**src/design/obp_pkg.sv**
```systemverilog
// obp_pkg: shared types, widths and helpers for the ohlc bar builder
// used by every module of the block; depends on nothing
`timescale 1ns / 1ps

package obp_pkg;

  localparam int INSTRUMENTS = 16;
  localparam int IDX_W       = 4;
  localparam int TIME_W      = 63;
  localparam int PRICE_W     = 32;
  localparam int TVOL_W      = 32;
  localparam int VOL_W       = 48;
  localparam int MINUTE_W    = 28;
  localparam int SEC_W       = 34;
  localparam int DIV_W       = 36;

  localparam logic [DIV_W-1:0] NS_PER_MINUTE = 36'd60000000000;
  localparam logic [VOL_W-1:0] VOL_MAX       = {VOL_W{1'b1}};

  // minute = (t >> 11) / 29296875, by reciprocal multiply and one correction step
  localparam int MIN_SHIFT = 11;
  localparam int XS_W      = TIME_W - MIN_SHIFT;
  localparam int HALF_W    = XS_W / 2;
  localparam int PROD_W    = MINUTE_W + HALF_W;
  localparam int REM_W     = HALF_W;

  localparam logic [REM_W-1:0]    MIN_DIVISOR = REM_W'(NS_PER_MINUTE >> MIN_SHIFT);
  localparam logic [MINUTE_W-1:0] MIN_RECIP   =
    MINUTE_W'((64'd1 << XS_W) / 64'(NS_PER_MINUTE >> MIN_SHIFT));

  typedef struct packed {
    logic                is_flush;
    logic [IDX_W-1:0]    idx;
    logic [MINUTE_W-1:0] minute;
    logic [PRICE_W-1:0]  price;
    logic [TVOL_W-1:0]   vol;
  } cmd_t;

  typedef struct packed {
    logic [IDX_W-1:0]   instrument;
    logic [SEC_W-1:0]   start_seconds;
    logic [PRICE_W-1:0] open_p;
    logic [PRICE_W-1:0] high_p;
    logic [PRICE_W-1:0] low_p;
    logic [PRICE_W-1:0] close_p;
    logic [VOL_W-1:0]   volume;
    logic               last;
  } bar_t;

  function automatic logic [SEC_W-1:0] minute_to_seconds(input logic [MINUTE_W-1:0] m);
    logic [SEC_W-1:0] ext;
    ext = {{(SEC_W-MINUTE_W){1'b0}}, m};
    return (ext << 6) - (ext << 2);
  endfunction

endpackage

```
**src/design/obp_front.sv**
```systemverilog
// obp_front: accepts input words, finds the minute of a tick by a
// reciprocal multiply and hands commands to the command queue; uses obp_pkg
`timescale 1ns / 1ps

module obp_front (
  input  logic                              clk,
  input  logic                              rst_n,
  input  logic                              in_push,
  output logic                              in_full,
  input  logic                              in_mode,
  input  logic [obp_pkg::IDX_W-1:0]         in_instrument_index,
  input  logic [obp_pkg::TIME_W-1:0]        in_tick_time_ns,
  input  logic [obp_pkg::PRICE_W-1:0]       in_mid_price,
  input  logic [obp_pkg::TVOL_W-1:0]        in_tick_volume,
  output logic                              q_push,
  output obp_pkg::cmd_t                     q_data,
  input  logic                              q_full
);

  localparam logic [2:0] ST_IDLE = 3'd0;
  localparam logic [2:0] ST_MUL  = 3'd1;
  localparam logic [2:0] ST_SUM  = 3'd2;
  localparam logic [2:0] ST_FIX  = 3'd3;
  localparam logic [2:0] ST_PUSH = 3'd4;

  logic [2:0]                     state_r, state_nxt;
  logic [obp_pkg::XS_W-1:0]       xs_r, xs_nxt;
  logic [obp_pkg::PROD_W-1:0]     ph_r, ph_nxt;
  logic [obp_pkg::PROD_W-1:0]     pl_r, pl_nxt;
  logic [obp_pkg::MINUTE_W-1:0]   qest_r, qest_nxt;
  logic [obp_pkg::REM_W-1:0]      rem_r, rem_nxt;
  obp_pkg::cmd_t                  item_r, item_nxt;

  logic [obp_pkg::PROD_W-1:0] prod_hi;
  logic [obp_pkg::PROD_W-1:0] prod_lo;
  logic [obp_pkg::PROD_W-1:0] est_sum;
  logic [obp_pkg::REM_W-1:0]  qd_lo;
  logic                       round_up;

  // estimate may be one low; the remainder check fixes it
  assign prod_hi  = obp_pkg::PROD_W'(xs_r[obp_pkg::XS_W-1:obp_pkg::HALF_W])
                  * obp_pkg::PROD_W'(obp_pkg::MIN_RECIP);
  assign prod_lo  = obp_pkg::PROD_W'(xs_r[obp_pkg::HALF_W-1:0])
                  * obp_pkg::PROD_W'(obp_pkg::MIN_RECIP);
  assign est_sum  = ph_r + obp_pkg::PROD_W'(pl_r[obp_pkg::PROD_W-1:obp_pkg::HALF_W]);
  assign qd_lo    = obp_pkg::REM_W'(qest_r) * obp_pkg::MIN_DIVISOR;
  assign round_up = rem_r >= obp_pkg::MIN_DIVISOR;

  assign in_full = state_r != ST_IDLE;

  always_comb begin
    state_nxt = state_r;
    xs_nxt    = xs_r;
    ph_nxt    = ph_r;
    pl_nxt    = pl_r;
    qest_nxt  = qest_r;
    rem_nxt   = rem_r;
    item_nxt  = item_r;
    q_push    = 1'b0;
    q_data    = item_r;
    q_data.minute = qest_r + obp_pkg::MINUTE_W'(round_up);
    unique case (state_r)
      ST_IDLE: begin
        if (in_push) begin
          item_nxt.is_flush = in_mode;
          item_nxt.idx      = in_instrument_index;
          item_nxt.minute   = '0;
          item_nxt.price    = in_mid_price;
          item_nxt.vol      = in_tick_volume;
          xs_nxt = in_tick_time_ns[obp_pkg::TIME_W-1:obp_pkg::MIN_SHIFT];
          state_nxt = in_mode ? ST_PUSH : ST_MUL;
        end
      end
      ST_MUL: begin
        ph_nxt    = prod_hi;
        pl_nxt    = prod_lo;
        state_nxt = ST_SUM;
      end
      ST_SUM: begin
        qest_nxt  = est_sum[obp_pkg::PROD_W-1:obp_pkg::HALF_W];
        state_nxt = ST_FIX;
      end
      ST_FIX: begin
        rem_nxt   = xs_r[obp_pkg::REM_W-1:0] - qd_lo;
        state_nxt = ST_PUSH;
      end
      ST_PUSH: begin
        if (!q_full) begin
          q_push    = 1'b1;
          state_nxt = ST_IDLE;
        end
      end
      default: begin
        state_nxt = ST_IDLE;
      end
    endcase
  end

  always_ff @(posedge clk) begin
    if (!rst_n) begin
      state_r <= ST_IDLE;
    end else begin
      state_r <= state_nxt;
    end
  end

  always_ff @(posedge clk) begin
    xs_r   <= xs_nxt;
    ph_r   <= ph_nxt;
    pl_r   <= pl_nxt;
    qest_r <= qest_nxt;
    rem_r  <= rem_nxt;
    item_r <= item_nxt;
  end

endmodule

```
**config.mk**
```make
export PLATFORM = sky130hd
export DESIGN_NAME = obp_front
export DESIGN_NICKNAME = d
export VERILOG_FILES = /design/src/design/obp_pkg.sv /design/src/design/obp_front.sv
export SDC_FILE = /design/constraint.sdc
export NUM_CORES = 2
export LEC_CHECK = 0
export BUFFER_PORTS_ARGS = -buffer_cell sky130_fd_sc_hd__buf_2
export CAP_MARGIN = 5
export CORE_MARGIN = 8
export CORE_UTILIZATION = 50
export CTS_CLUSTER_DIAMETER = 50
export DETAILED_ROUTE_END_ITERATION = 8
export PLACE_DENSITY = 0.7
export SKIP_CTS_REPAIR_TIMING = 1
export SYNTH_ARGS = -nofsm -noshare
export SYNTH_HDL_FRONTEND = slang
export SYNTH_SLANG_ARGS = --single-unit
export TNS_END_PERCENT = 30
```
**constraint.sdc**
```tcl
create_clock -name clk -period 7.4 [get_ports clk]
set_input_delay 0.37 -clock clk [delete_from_list [all_inputs] [get_ports clk]]
set_output_delay 0.37 -clock clk [all_outputs]
set_load 0.05 [all_outputs]
```
Word level (Yosys, flattened, before mapping)
Index checks and enable logic that the tools add are counted.
{ "classes": {"n_mux": 6, "n_bitwise": 0, "shift": 0, "n_lt_le_gt_ge": 1, "mul": 3, "eq_ne": 6, "reduce_logical": 4, "n_div": 0, "add_sub_neg": 3} }
{ "ops": {"columns": ["op", "n"], "rows": [
  ["multiplier 26 x 28 -> 54 bit, second input constant", 2],
  ["adder 54 x 28 -> 54 bit", 1],
  ["adder 28 x 1 -> 28 bit", 1],
  [">= comparator 26 x 25 -> 1 bit, second input constant", 1],
  ["multiplier 26 x 25 -> 26 bit, second input constant", 1],
  ["subtractor 26 bit", 1],
  ["one-hot mux 3 bit (5 select lines)", 1],
  ["two-way mux 3 bit", 3],
  ["== test 3 x 2 -> 1 bit, second input constant", 2],
  ["!= test 2 bit, second input constant", 2],
  ["AND reduction 2 bit", 2],
  ["== test 3 x 1 -> 1 bit, second input constant", 1],
  ["== test 3 bit, second input constant", 1],
  ["zero test 3 bit", 1],
  ["nonzero test 3 bit", 1],
  ["two-way mux 1 bit", 2]
]} }
{ "word_totals": {"n_memories": 0, "latchBits": 0, "reg_bits": 286, "mem_bits_rw": 0, "rom_bits": 0, "word_cells": 33} }

Depth between registers and ports, before layout
{ "logic_depth": {"word_depth": 3, "mapped_depth": 27, "depth_no_buf": 27} }

Worst setup path before layout
OpenSTA, ideal clock, no wires.
{ "synth_timing": {"kind": "register to register", "start": "reg state_r[0]", "end": "reg ph_r[0] in the netlist's numbering (enable)", "setup_ns": 0.640, "n_path_buf": 1, "arrival_time_ns": 6.522, "synth_period_minus_slack_ns": 7.162, "path_stages_with_launch": 3, "required_ns": 6.760, "path_slack_ns": 0.238, "cell_sequence": "dfxtp_1 -> clkbuf_1 -> nor3b_1"} }
{ "synth_between": {"elab_chain_cells": 1} }
{ "synth_lines": {"columns": ["element", "line_no", "rtl"], "rows": [
  ["start: declaration", "obp_front.sv:26", "logic [2:0] state_r, state_nxt;"],
  ["start signal: assignment", "obp_front.sv:103", "state_r <= state_nxt;"],
  ["== test 3 x 1 -> 1 bit", "obp_front.sv:62", "unique case (state_r)"],
  ["end signal: assignment", "obp_front.sv:109", "ph_r <= ph_nxt;"],
  ["end: declaration", "obp_front.sv:28", "logic [obp_pkg::PROD_W-1:0] ph_r, ph_nxt;"]
]} }
Every way passes these cells.
A chain may end at the register's enable or synchronous reset.

Worst setup path after layout
{ "layout_timing": {"start": "reg xs_r[49] in the netlist's numbering", "end": "reg ph_r[47] in the netlist's numbering (data pin)"} }
{ "layout_between": {"elab_chain_cells": 1} }
{ "layout_lines": {"columns": ["element", "line_no", "rtl"], "rows": [
  ["start: declaration", "obp_front.sv:27", "logic [obp_pkg::XS_W-1:0] xs_r, xs_nxt;"],
  ["start signal: assignment", "obp_front.sv:108", "xs_r <= xs_nxt;"],
  ["multiplier 26 x 28 -> 54 bit", "obp_front.sv:42", "* obp_pkg::PROD_W'(obp_pkg::MIN_RECIP);"],
  ["via prod_hi, one bit", "obp_front.sv:34", "logic [obp_pkg::PROD_W-1:0] prod_hi;"]
]} }
The timed path passes the listed nets, and every way through them passes these cells.

==> metrics.txt <==
largest net degree at the start of global routing=82; max-cap violations=0; DR top layer=met4; met3 WL=5210 um; Crit path largest cell delay=680 ps; Rel. slew slack=35.3%; cell count after placement=5056; worst r2r src=xs_r[49]; Hold Fails Final Rpt=0; I/O Buffers=223; r2r setup slk=390 ps; hold_sp=in_tick_time_ns[45]; First-pass DRT Iterations=5; clk buf depth=3; first-pass GRT wire length=149000 um; Die Width=301 um; fill count=6782; starting density of the core=50.5%; WP data required=7730 ps; Syn Area/Cell=10.9 um2; Crit Path Class=reg2reg; register area=7780 um2; layout cell share with drive strength beyond 1=9.97%; Final Skew=21.9 ps; Mapped Cells=3712; Worst R2R End=ph_r[47]; Synth top area share=31.9%; GPL Wtd Cong=0.933; routed length per instance=17.8 um; Final min period=7010 ps; # IOs=235; worst hold endpoint=xs_r[34]; area share of fa/ha/maj cells after synthesis=55.5%; sequential area share after synthesis=19.1%; largest family of logic cells by synthesized area=adder cells; vias in the first global route=28429; DR vias=26285; R2R depth=20; clock transition at the registers of the reported paths=60 ps; Crit path max-delay family=adder cells; hold depth=1; Crit. Startpoint=xs_r[49]; outcome=complete, no violations; ranking of synthesized cells by area=fa_1 (32%), ha_1 (24%), edfxtp_1 (19%); diode count=0; via/cell ratio=5.01; Root Driver=clkbuf_16; Syn. warnings=0; critical path's slowest cell=fa_1; hold_ws=25.0 ps; 1st-iter DRT viols=1177; Mapped Area=40600 um2; Primary FF master, synth=edfxtp_1; fin cells=5243; Setup crit start kind=flop; Buf+Inv Stages, Crit Path=2; post-route clock period utilization=94.7%; Crit path arrival time=7340 ps; Tightest Pin Transition=971 ps; Min-Delay Path Class=in2reg; Yosys reg bits=260; post-synthesis mux area share=0.0246%; initial antenna violation count=0; Synth Area in Simple Gates=4.29%; FFs w/ async S/R, synth=0%; CP cell instances=fa_1, inv_1, fa_1, fa_1, fa_1, fa_1, fa_1, fa_1, inv_1, ha_1, a21o_1, a21o_1, a211o_1, a32oi_1, o21ai_2, nor4_2, o41ai_2, a21o_1, a21oi_1, xnor2_1; gr usage total=20.8%; die area=90700 um2; crit path max fanout=5; Detail Route met2 WL=46000 um; DRC viols=0; FP Rows=104; Final Slew Violations=0; Die H=301 um; most frequent CP cell=fa_1; Syn Nets=5261; TritonCTS clock tree=built; CTS Sinks=260; compound-cell area share of the yosys netlist=6.36%; H-tree levels=2; DP HPWL=79300 um; final antenna-violating net count=0; area occupied by multi-input gates=28800 um2; Final setup viols=0; final core utilization=57.3%; worst skew pair latency=590 ps; Routed WL=93600 um; met1 WL=39800 um; grt ovf=0; EDFF count, synth=257; XOR/XNOR share of the synthesized area=4.59%; Synth cell types=79; setup TNS=0 ps; Yosys top cell by area=fa_1; Core Box Area=80500 um2; Area growth syn-to-layout=13.5%; RSZ-0062 raised after global routing=false; Worst Setup End Kind=flop; nets@finish=5704; total CTS buffers=38; highest clock rate=143 MHz
==> cell usage after synthesis (all sizes together) (8+ instances only) <==
cell type,number
o21ai,58
a21oi,117
xnor2,141
clkbuf,17
nor2,92
a31oi,12
a21o,76
nand4,28
fa,647
edfxtp,257
ha,766
o21a,21
nand3,40
nand2b,17
nor2b,11
inv,1072
a211oi,18
o211ai,8
and3,14
o21bai,18
or2,17
nand2,75
nor3,26
xor2,72
==> state kept, by name, indices dropped and copies added (netlist names) <==
signal and count:
pl_r 28, rem_r 26, xs_r 52, state_r 3, q_data 69, qest_r 28
ph_r 54
==> how the worst max path moves through the flow <==
stage	endpoint	slack [ps]	depth (start not counted)
6_report	ph_r[47]	390	20
5_1_grt	pl_r[47]	40	25
4_1_cts	ph_r[51]	280	25
3_5_place_dp	ph_r[51]	310	25
3_3_place_gp	ph_r[51]	360	25
2_1_floorplan	ph_r[0]	240	2
==> per-stage QoR <==
| stage | cell area (um2) | setup WS [ps] |
|---|---|---|
| floorplan | 40600 | 238 |
| global placement | 43600 | 364 |
| detailed placement | 43600 | 309 |
| CTS | 44900 | 275 |
| global route | 46100 | 37.0 |
| finish | 46100 | 389 |
==> cells in the final DEF (no fill, tap or decap), types with 4 or more instances in the layout <==
cell and n:
edfxtp_1 257, buf_4 82, or2_2 17, a211oi_1 16, nand2b_1 17, nor2_1 91
o21ai_0 51, nor2b_1 11, a31oi_1 12, and3_1 14, nand3_1 40, nor3_1 24
o211ai_1 8, inv_6 10, a21o_1 76, or4_1 5, a21oi_1 115, o21bai_1 18
clkbuf_1 4, xnor2_1 141, clkbuf_16 38, inv_1 1072, o21a_1 20, dlygate4sd3_1 119
fa_1 644, or3_1 4, o31ai_1 6, o21ai_1 4, nand4_1 28, buf_2 223
ha_1 766, nand2_1 73, xor2_1 72, o2111ai_1 4, and4_1 5, a41oi_1 5
==> logic make-up (layout without fill, tap and decap cells) <==
family,count (synthesis),count (layout)
buffers and inverters,1093,1564
DFF,260,260
AOI/OAI and AO/OA,382,382
muxes,1,1
and+or+nand+nor,349,349
xor gates and xnor gates,213,213
adders and majority gates,1414,1414
==> worst reg2reg max path, stage by stage (launching register included) <==
cell,delay [ps]
edfxtp_1,420
fa_1,680
inv_1,150
fa_1,610
fa_1,470
fa_1,550
fa_1,470
fa_1,410
fa_1,620
inv_1,70
ha_1,350
a21o_1,200
a21o_1,220
a211o_1,320
a32oi_1,200
o21ai_2,140
nor4_2,290
o41ai_2,140
a21o_1,190
a21oi_1,170
xnor2_1,90
==> cell type report <==
class,count,share of cell area [%]
clock buffer,42,2.09
sequential,260,16.9
clock inverter,26,0.716
multi-input combinational,2359,62.4
timing repair buffer,424,6.34
tap,1060,2.88
inverter,1072,8.72
==> routing by layer <==
metal | global-route usage (%) | up-vias
li1 | - | 12701
met1 | 26.9 | 12896
met2 | 35.3 | 556
met3 | 4.01 | 132
met4 | 5.84 | 0
met5 | 0 | -
Power is not shown: default switching activity piles up to over one toggle a cycle in this logic, so the estimate is an artifact.
