==> src/design/obp_pkg.sv <==
// obp_pkg: shared types, widths and helpers for the ohlc bar builder
// used by every module of the block; depends on nothing
`timescale 1ns / 1ps

package obp_pkg;

  localparam int INSTRUMENTS = 16;
  localparam int IDX_W       = 4;
  localparam int TIME_W      = 63;
  localparam int PRICE_W     = 32;
  localparam int TVOL_W      = 32;
  localparam int VOL_W       = 48;
  localparam int MINUTE_W    = 28;
  localparam int SEC_W       = 34;
  localparam int DIV_W       = 36;

  localparam logic [DIV_W-1:0] NS_PER_MINUTE = 36'd60000000000;
  localparam logic [VOL_W-1:0] VOL_MAX       = {VOL_W{1'b1}};

  // minute = (t >> 11) / 29296875, by reciprocal multiply and one correction step
  localparam int MIN_SHIFT = 11;
  localparam int XS_W      = TIME_W - MIN_SHIFT;
  localparam int HALF_W    = XS_W / 2;
  localparam int PROD_W    = MINUTE_W + HALF_W;
  localparam int REM_W     = HALF_W;

  localparam logic [REM_W-1:0]    MIN_DIVISOR = REM_W'(NS_PER_MINUTE >> MIN_SHIFT);
  localparam logic [MINUTE_W-1:0] MIN_RECIP   =
    MINUTE_W'((64'd1 << XS_W) / 64'(NS_PER_MINUTE >> MIN_SHIFT));

  typedef struct packed {
    logic                is_flush;
    logic [IDX_W-1:0]    idx;
    logic [MINUTE_W-1:0] minute;
    logic [PRICE_W-1:0]  price;
    logic [TVOL_W-1:0]   vol;
  } cmd_t;

  typedef struct packed {
    logic [IDX_W-1:0]   instrument;
    logic [SEC_W-1:0]   start_seconds;
    logic [PRICE_W-1:0] open_p;
    logic [PRICE_W-1:0] high_p;
    logic [PRICE_W-1:0] low_p;
    logic [PRICE_W-1:0] close_p;
    logic [VOL_W-1:0]   volume;
    logic               last;
  } bar_t;

  function automatic logic [SEC_W-1:0] minute_to_seconds(input logic [MINUTE_W-1:0] m);
    logic [SEC_W-1:0] ext;
    ext = {{(SEC_W-MINUTE_W){1'b0}}, m};
    return (ext << 6) - (ext << 2);
  endfunction

endpackage

==> src/design/obp_cmdq.sv <==
// obp_cmdq: two-word command queue between the front and the back
// uses obp_pkg for the command type
`timescale 1ns / 1ps

module obp_cmdq (
  input  logic          clk,
  input  logic          rst_n,
  input  logic          push,
  input  obp_pkg::cmd_t push_data,
  output logic          full,
  input  logic          pop,
  output obp_pkg::cmd_t pop_data,
  output logic          empty
);

  obp_pkg::cmd_t mem [2];
  logic       wr_ptr_r, wr_ptr_nxt;
  logic       rd_ptr_r, rd_ptr_nxt;
  logic [1:0] cnt_r, cnt_nxt;
  logic       do_push, do_pop;

  assign full     = cnt_r == 2'd2;
  assign empty    = cnt_r == 2'd0;
  assign pop_data = mem[rd_ptr_r];
  assign do_push  = push && !full;
  assign do_pop   = pop && !empty;

  always_comb begin
    wr_ptr_nxt = wr_ptr_r ^ do_push;
    rd_ptr_nxt = rd_ptr_r ^ do_pop;
    cnt_nxt    = cnt_r + {1'b0, do_push} - {1'b0, do_pop};
  end

  always_ff @(posedge clk) begin
    if (!rst_n) begin
      wr_ptr_r <= 1'b0;
      rd_ptr_r <= 1'b0;
      cnt_r    <= 2'd0;
    end else begin
      wr_ptr_r <= wr_ptr_nxt;
      rd_ptr_r <= rd_ptr_nxt;
      cnt_r    <= cnt_nxt;
    end
  end

  always_ff @(posedge clk) begin
    if (do_push) begin
      mem[wr_ptr_r] <= push_data;
    end
  end

endmodule

==> config.mk <==
export PLATFORM = sky130hd
export DESIGN_NAME = obp_cmdq
export DESIGN_NICKNAME = d
export VERILOG_FILES = /design/src/design/obp_pkg.sv /design/src/design/obp_cmdq.sv
export SDC_FILE = /design/constraint.sdc
export NUM_CORES = 1
export LEC_CHECK = 0
export BUFFER_PORTS_ARGS = -buffer_cell sky130_fd_sc_hd__buf_2
export CAP_MARGIN = 20
export CORE_UTILIZATION = 55
export DETAILED_ROUTE_END_ITERATION = 10
export PLACE_DENSITY_LB_ADDON = 0.05
export RECOVER_POWER = 50
export SYNTH_ARGS = -nofsm -noshare
export SYNTH_HDL_FRONTEND = slang
export SYNTH_SLANG_ARGS = --single-unit
==> constraint.sdc <==
create_clock -name clk -period 6.15 [get_ports clk]
set_clock_uncertainty 0.2 [all_clocks]
set_input_delay 0.615 -clock clk [delete_from_list [all_inputs] [get_ports clk]]
set_output_delay 0.615 -clock clk [all_outputs]
set_load 0.01 [all_outputs]
Yosys cells after proc, flatten, opt, wreduce, memory -nomap -nowiden
Memory sizes are Yosys's and may differ from the RTL's. A register that Yosys moved wholly into a read port is not among the register bits.
Index checks and enable logic that the tools add are counted.
- add/sub/neg operators: 2
- eq/ne operators: 1
- muxes and demuxes: 3
- bitwise gates (word level): 2
- reduce and logical (&&, ||, !) cells: 5
- operator list (kind ; number):
    $mux 1 ; 3
    $add 2x1->2 ; 1
    $eq 2x2->1 const B ; 1
    $logic_and 1x1->1 ; 2
    $logic_not 1->1 ; 2
    $logic_not 2->1 ; 1
    $sub 2x1->2 ; 1
    $xor 1x1->1 ; 2
- flip-flop bits (word level): 4
- memory bits (writable): 194
- bits of input ports: 101
- output and inout port bits: 99
- logic and storage cells: 17
- memories kept: 1
- memories (memory ; words ; width ; rd ports ; clocked after Yosys merged registers in ; wr ports ; line ; RTL):
    mem ; 2 ; 97 ; 1 ; 1 ; 1 ; obp_cmdq.sv:16 ; obp_pkg::cmd_t mem [2];

Longest topological paths before layout
Gate-level depths: netlist of run 1.
- word-level depth: 5
- depth in mapped cells: 7

Least setup slack after synthesis of run 1
OpenSTA, ideal clock, no wires.
- path type: in2reg
- start point: input push
- end point: memory mem[1][0] (netlist bit), enable pin
- setup time: 0.467 ns
- arrival time: 3.048 ns
- data required time: 5.483 ns
- path slack: 2.435 ns
- cell stages on the path: 2
- path buffers: 0
- path through: and2_1 > ha_1
- longest elaborated chain between the ends: 3
- RTL lines (what ; line ; RTL):
    start: declaration ; obp_cmdq.sv:8 ; input logic push,
    $logic_and 1x1->1 ; obp_cmdq.sv:25 ; assign do_push = push && !full;
    $mux 1 ; obp_cmdq.sv:47 ; if (do_push) begin
    $mux 1 (not written as such) ; obp_cmdq.sv:48 ; mem[wr_ptr_r] <= push_data;
    end: declaration ; obp_cmdq.sv:16 ;
Every way passes these cells.

Final worst setup path of run 1
- start point: register cnt_r[0]
- end point: memory mem[0][63] (netlist bit), enable pin
- longest elaborated chain between the ends: 5
- RTL lines (what ; line ; RTL):
    start: declaration ; obp_cmdq.sv:19 ; logic [1:0] cnt_r, cnt_nxt;
    start signal: assignment ; obp_cmdq.sv:42 ; cnt_r <= cnt_nxt;
    $eq 2x2->1 ; obp_cmdq.sv:22 ; assign full = cnt_r == 2'd2;
    $logic_not 1->1 ; obp_cmdq.sv:25 ;
    $logic_and 1x1->1 ; obp_cmdq.sv:25 ;
    $mux 1 ; obp_cmdq.sv:47 ;
    $mux 1 (not written as such) ; obp_cmdq.sv:48 ;
Every way passes these cells.

==> impl_metrics.toml, run 1 <==
[power_and_ir_drop]
power_density_nw_per_um2 = 415
p_seq_frac = 0.477
pwr-share-comb = 0.214
p_switching_mw = 0.941
vdd_drop_max_mv = 0.213
p_sw_frac = 0.249
leakagePower_nw = 3.41
pwr-share-clk = 0.309
internal_power_mw = 2.84

[floorplan]
rows = 41
io_pins = 200
core_sq_um = 12800
die-height_um = 118
die_area_sq_um = 13900
die_x_um = 118
start_util = 0.575

[synth]
synth_seq_cells = 199
yosys.area.top_type = "edfxtp_1"
synth_common_cells = "edfxtp_1 (194), mux2_2 (67), mux2_4 (30)"
synth.top_cell.area_share = 0.790
ys_seq_area_frac = 0.803
ys_async_sr_fraction = 0
synth.distinct_cells = 16
synth_ff_type = "edfxtp_1"
synth-simple-area-share = 0.00661
syn_area_per_cell_sq_um = 22.6
yosysWarnings = 0
syn_nets = 432
synth_top_family_by_area = "multiplexers"
yosysMostFrequentCell = "edfxtp_1"
syn_inst = 327
synth.area.top_cells = "edfxtp_1 (79%), mux2_2 (10%), mux2_4 (6.1%), dfxtp_1 (1.4%), buf_6 (0.76%)"
synth_adder_area_share = 0.00678
synthXorXnorAreaFrac = 0.00305
synth_compound_area_frac = 0.00102
synthesis.area_sq_um = 7380
synth_mux_area_frac = 0.166
synth_edf_count = 194

[route]
drc = 0
firstDrtPassIters = 6
ant_nets = 0
vias = 3643
routed_wl_mm = 12.4
drt-vias-per-instance = 5.04
drt_iter0_drc = 206
routedWlPerCell_um = 17.1

[clock_tree]
numCtsBuffers = 17
postCtsHoldBufs = 0
cts_sinks = 199
h-tree-depth = 4
path_clk_slew_ps = 70
cts_root_buf = "clkbuf_16"
post_cts_buffers = 0
cts.path.max_buffers = 2
worstSkewPairLatency_ps = 430
cts_tree = "yes"
cts_resized = 0

[timing]
fmax_ghz = 0.280
drv_slew = 76
fin_ws_ps = 2580
finalHoldViolCount = 0
slew_headroom = -0.175
rsz0062_at_grt = "false"
fin_tns_setup_ps = 0
finalSetupViolCount = 0
period_minus_slack_ps = 3570
period_share = 0.581
tightest_slew_ps = 1760

[final_layout]
area_growth_pct = 23.6
nets = 642
design_area_sq_um = 9120
n_fill_cell = 888
drive_above_1_share = 0.535

[placed_design]
portBuffers = 199
dpl-instance-area_sq_um = 8550
routabilityCongestion = 0.722
dp.final_hpwl_mm = 8.32
dpl_worst_slack_ps = 3210

[critical_path]
crit_chain = "nand2b_1 > and2_0 > ha_1 > buf_4"
r2r_slack_ps = 2580
crit_end = "mem[0][63]"
worstPathArrival_ps = 3430
startpoint = "cnt_r[0]"
rr_worst_depth = 4
cp_data_required_time_ps = 6010
cp_max_fo = 60
cp-end-kind = "flip-flop"
criticalPathCategory = "flip-flop to flip-flop"
reg2reg_from = "cnt_r[0]"
crit_path_max_incr_delay_ps = 1370
crit_slowest_cell = "ha_1"
r2r_end = "mem[0][63]"
crit_path_start_kind = "flip-flop"

[global_routing]
grt_max_degree = 63
antenna_found_initial = 2
grt_util_all_layers = 0.187
grt_pass1_wl_mm = 18.9
overflow = 0
grt_pass1_vias = 3753

[min_path]
min_path_type = "input pin to flip-flop"
min_from = "push_data[21]"

[flow_run]
cap_violations = 2

[run_status]
outcome = "finished with violations"
violations = "max-capacitance violations, max-slew violations"
## per-stage QoR
stage           util  cells  power, mW  hold slack, ps
2_1_floorplan      -    327       2.37             252
6_report       0.711    723       3.78             169
4_1_cts        0.716    722       3.83             153
5_1_grt        0.711    722       3.93             156
3_3_place_gp   0.667    690       2.65             249
3_5_place_dp   0.667    690       2.67             279
## cell families after synthesis
group,count (synthesis)
flops,199
compound gates,1
mux,99
simple gates,9
xor+xnor,1
fa+ha+maj,4
buf+inv,14
## power groups by stage
stage,Clock [mW],Sequential [mW],Combinational [mW]
after CTS,1.18,1.80,0.839
after global routing,1.23,1.82,0.873
after global placement,0,1.82,0.828
final,1.17,1.80,0.810
after floorplan,0,1.80,0.577
after detailed placement,0,1.83,0.836
## routing by layer
metal  vias to the layer above  GRT usage  part of all wire
li1                       1710          -                 -
met1                      1757      0.205              0.38
met2                       148      0.310              0.50
met3                        26     0.0819             0.087
met4                         2     0.0938             0.025
met5                         -          0            0.0011
## worst min path at each step
| stage | to | cells after the start |
|---|---|---|
| floorplan | flip-flop | 2 |
| global placement | flip-flop | 2 |
| detailed placement | flip-flop | 2 |
| CTS | mem[0][21] | 1 |
| global route | mem[0][21] | 1 |
| finish | mem[0][21] | 1 |
## sequential cells by signal, summed over array words and instances, names as in the netlist, named ones only
register,cells
cnt_r,2
wr_ptr_r,1
rd_ptr_r,1
mem,194
## final cells by class
| class | count | area (sq um) | share of cell area |
|---|---|---|---|
| diodes | 1 | 2.50 | 0.000274 |
| clock buffers | 17 | 425 | 0.0467 |
| clock inverters | 15 | 209 | 0.0229 |
| inverters | 3 | 11.3 | 0.00124 |
| multi-input cells | 114 | 1350 | 0.148 |
| flip-flops and latches | 199 | 5930 | 0.650 |
| well taps | 172 | 215 | 0.0236 |
| repair buffers | 202 | 971 | 0.106 |
## worst max-delay path, delay by kind of cell, from the launching register on
family | cells | cell delay [ps]
buffers and inverters | 1 | 820
adder cells (fa/ha/maj) | 1 | 1370
AND/OR/NAND/NOR | 2 | 390
flip-flops | 1 | 370
## layout by cell type, fill, tap and decap left out, types with 3 or more instances in the layout
cell type	n
buf_2	161
buf_4	3
bufinv_16	5
clkbuf_1	38
clkbuf_16	17
clkinv_2	7
dfxtp_1	4
edfxtp_1	194
ha_1	4
inv_1	3
mux2_2	67
mux2_4	30
Power figures use the tool's default switching activity.
==> run 2: changes to the inputs <==
--- a/config.mk
+++ b/config.mk
@@ -5,9 +5,10 @@
 export SDC_FILE = /design/constraint.sdc
 export NUM_CORES = 1
 export LEC_CHECK = 0
+export ABC_AREA = 1
 export BUFFER_PORTS_ARGS = -buffer_cell sky130_fd_sc_hd__buf_2
 export CAP_MARGIN = 20
-export CORE_UTILIZATION = 55
+export CORE_UTILIZATION = 52
 export DETAILED_ROUTE_END_ITERATION = 10
 export PLACE_DENSITY_LB_ADDON = 0.05
 export RECOVER_POWER = 50
==> constraint.sdc (replaced) <==
create_clock -name clk -period 3.5 [get_ports clk]
set_clock_uncertainty 0.2 [all_clocks]
set_input_delay 0.35 -clock clk [delete_from_list [all_inputs] [get_ports clk]]
set_output_delay 0.35 -clock clk [all_outputs]
set_load 0.01 [all_outputs]
==> run 2 against run 1 <==
Clock power up 60%. First-iteration DRC count up 18%. Highest routed layer is now met4. Register-to-register slack worse by 1600 ps. Final cell count up 16%. Sequential power up 79%. Final area up 10%. Largest cell class unchanged. Global-route usage up 0.47 points. Largest power group unchanged. Sequential share of layout area down 6.1 points. The flow now finishes without violations. Worst hold slack worse by 120 ps. Setup slack worse by 1800 ps. Core utilization up 1.4 points.
==> impl_metrics.toml, run 2 <==
[synth]
yosysWarnings = 0
yosys.area.top_type = "edfxtp_1"
ys_seq_area_frac = 0.803
synthesis.area_sq_um = 7380
synth.area.top_cells = "edfxtp_1 (79%), mux2_2 (10%), mux2_4 (6.1%), dfxtp_1 (1.4%), buf_6 (0.76%)"
yosysMostFrequentCell = "edfxtp_1"
syn_nets = 444
synth_ff_type = "edfxtp_1"
ys_async_sr_fraction = 0
synth.top_cell.area_share = 0.790
synth_seq_cells = 199
synth.distinct_cells = 13
syn_area_per_cell_sq_um = 21.8
synth_common_cells = "edfxtp_1 (194), mux2_2 (67), mux2_4 (30)"
syn_inst = 339
synth_edf_count = 194

[final_layout]
largest_reg_flops = 194
design_area_sq_um = 10100
regMostFlops = "mem"
final_common_cell = "edfxtp_1"
diodes = 0
stdcell_count = 840
fin_util = 0.725
mostFrequentLayoutCells = "edfxtp_1 (194), buf_2 (130), dlygate4sd3_1 (98), mux2_2 (67), clkbuf_1 (66)"
area_growth_pct = 36.4
nets = 753
drive_above_1_share = 0.395
reg.largest.list = "mem x194, cnt_r x2"

[placed_design]
routabilityCongestion = 0.722
dpl.cell_count = 711
portBuffers = 199
dpl-instance-area_sq_um = 8610
dp.final_hpwl_mm = 8.11
dpl_worst_slack_ps = 1250

[global_routing]
grt_pass1_wl_mm = 20.7
grt_max_degree = 65
grt_util_all_layers = 0.192
antenna_found_initial = 0
overflow = 0
grt_pass1_vias = 4320

[route]
drc = 0
firstDrtPassIters = 6
routed_wl_mm = 13.5
drt-vias-per-instance = 4.88
routedWlPerCell_um = 16.1
vias = 4099
ant_nets = 0
drt_iter0_drc = 243

[floorplan]
core_sq_um = 13900
die_area_sq_um = 14700
start_util = 0.531
io_pins = 200
die_x_um = 121
rows = 43
die-height_um = 121

[clock_tree]
cts.path.max_buffers = 2
cts_resized = 0
numCtsBuffers = 17
postCtsHoldBufs = 98
cts_root_buf = "clkbuf_16"
path_clk_slew_ps = 60
h-tree-depth = 4
cts_tree = "yes"
worstSkewPairLatency_ps = 420
cts_sinks = 199
post_cts_buffers = 0

[timing]
fmax_ghz = 0.373
drv_slew = 0
tightest_slew_ps = 1030
period_share = 0.765
rsz0062_at_grt = "false"
fin_ws_ps = 822
finalHoldViolCount = 0
finalSetupViolCount = 0
slew_headroom = 0.313
period_minus_slack_ps = 2680
hold_slack_ps = 48.0

[min_path]
min_from = "pop"
min_delay_path_depth = 4
min_path_type = "input pin to flip-flop"

[critical_path]
reg2reg_from = "cnt_r[1]"
worstPathArrival_ps = 2130
crit_path_start_kind = "flip-flop"
cp_max_fo = 64
cp_data_required_time_ps = 2950
rr_worst_depth = 5
criticalPathCategory = "flip-flop to output pin"
cp-end-kind = "output pin"

[power_and_ir_drop]
leakagePower_nw = 3.74
power_density_nw_per_um2 = 678
vdd_drop_max_mv = 0.410

[run_status]
outcome = "finished clean"

[flow_run]
cap_violations = 0
run 2: cell families after synthesis:
logic type | after synthesis | share of synthesized area
AOI/OAI and AO/OA | 2 | 0.00136
adders and majority gates | 4 | 0.00678
buffers and inverters | 21 | 0.0168
DFF | 199 | 0.803
muxes | 97 | 0.163
and+or+nand+nor | 16 | 0.00848
run 2: metrics by stage:
step | power [mW] | setup TNS, ps
2_1_floorplan | 4.35 | -9210
6_report | 6.82 | 0
4_1_cts | 6.91 | 0
3_3_place_gp | 4.93 | 0
3_5_place_dp | 4.96 | 0
5_1_grt | 7.12 | 0
run 2: final timing paths:
kind	end	slack [ps]
max reg2reg	mem[0][17]	970
max	pop_data[39]	820
min	flip-flop	50
min reg2reg	rd_ptr_r	320
run 2: where the power goes:
| group | internal [mW] | switching [mW] |
|---|---|---|
| Clock | 1.10 | 0.771 |
| Sequential | 3.09 | 0.142 |
| Combinational | 0.849 | 0.869 |
| Total | 5.04 | 1.78 |
run 2: area by class of cell:
class | count | area, sq um
fill | 928 | 3820
clock buffer | 18 | 429
sequential | 199 | 5930
tap | 180 | 225
multi-input combinational | 119 | 1340
timing repair buffer | 301 | 1960
inverter | 10 | 37.5
clock inverter | 13 | 138
run 2: worst max-delay path: stages (launching register included):
cell	delay, ps
dfxtp_4	670
buf_12	420
mux2_2	400
buf_2	150
run 2: metal layers:
| layer | wire length (um) | vias to the layer above | track usage |
|---|---|---|---|
| met4 | 357 | 0 | 0.0972 |
| met1 | 5400 | 1996 | 0.224 |
| met5 | 0 | - | 0 |
| li1 | - | 1936 | - |
| met2 | 7010 | 141 | 0.327 |
| met3 | 768 | 26 | 0.0512 |
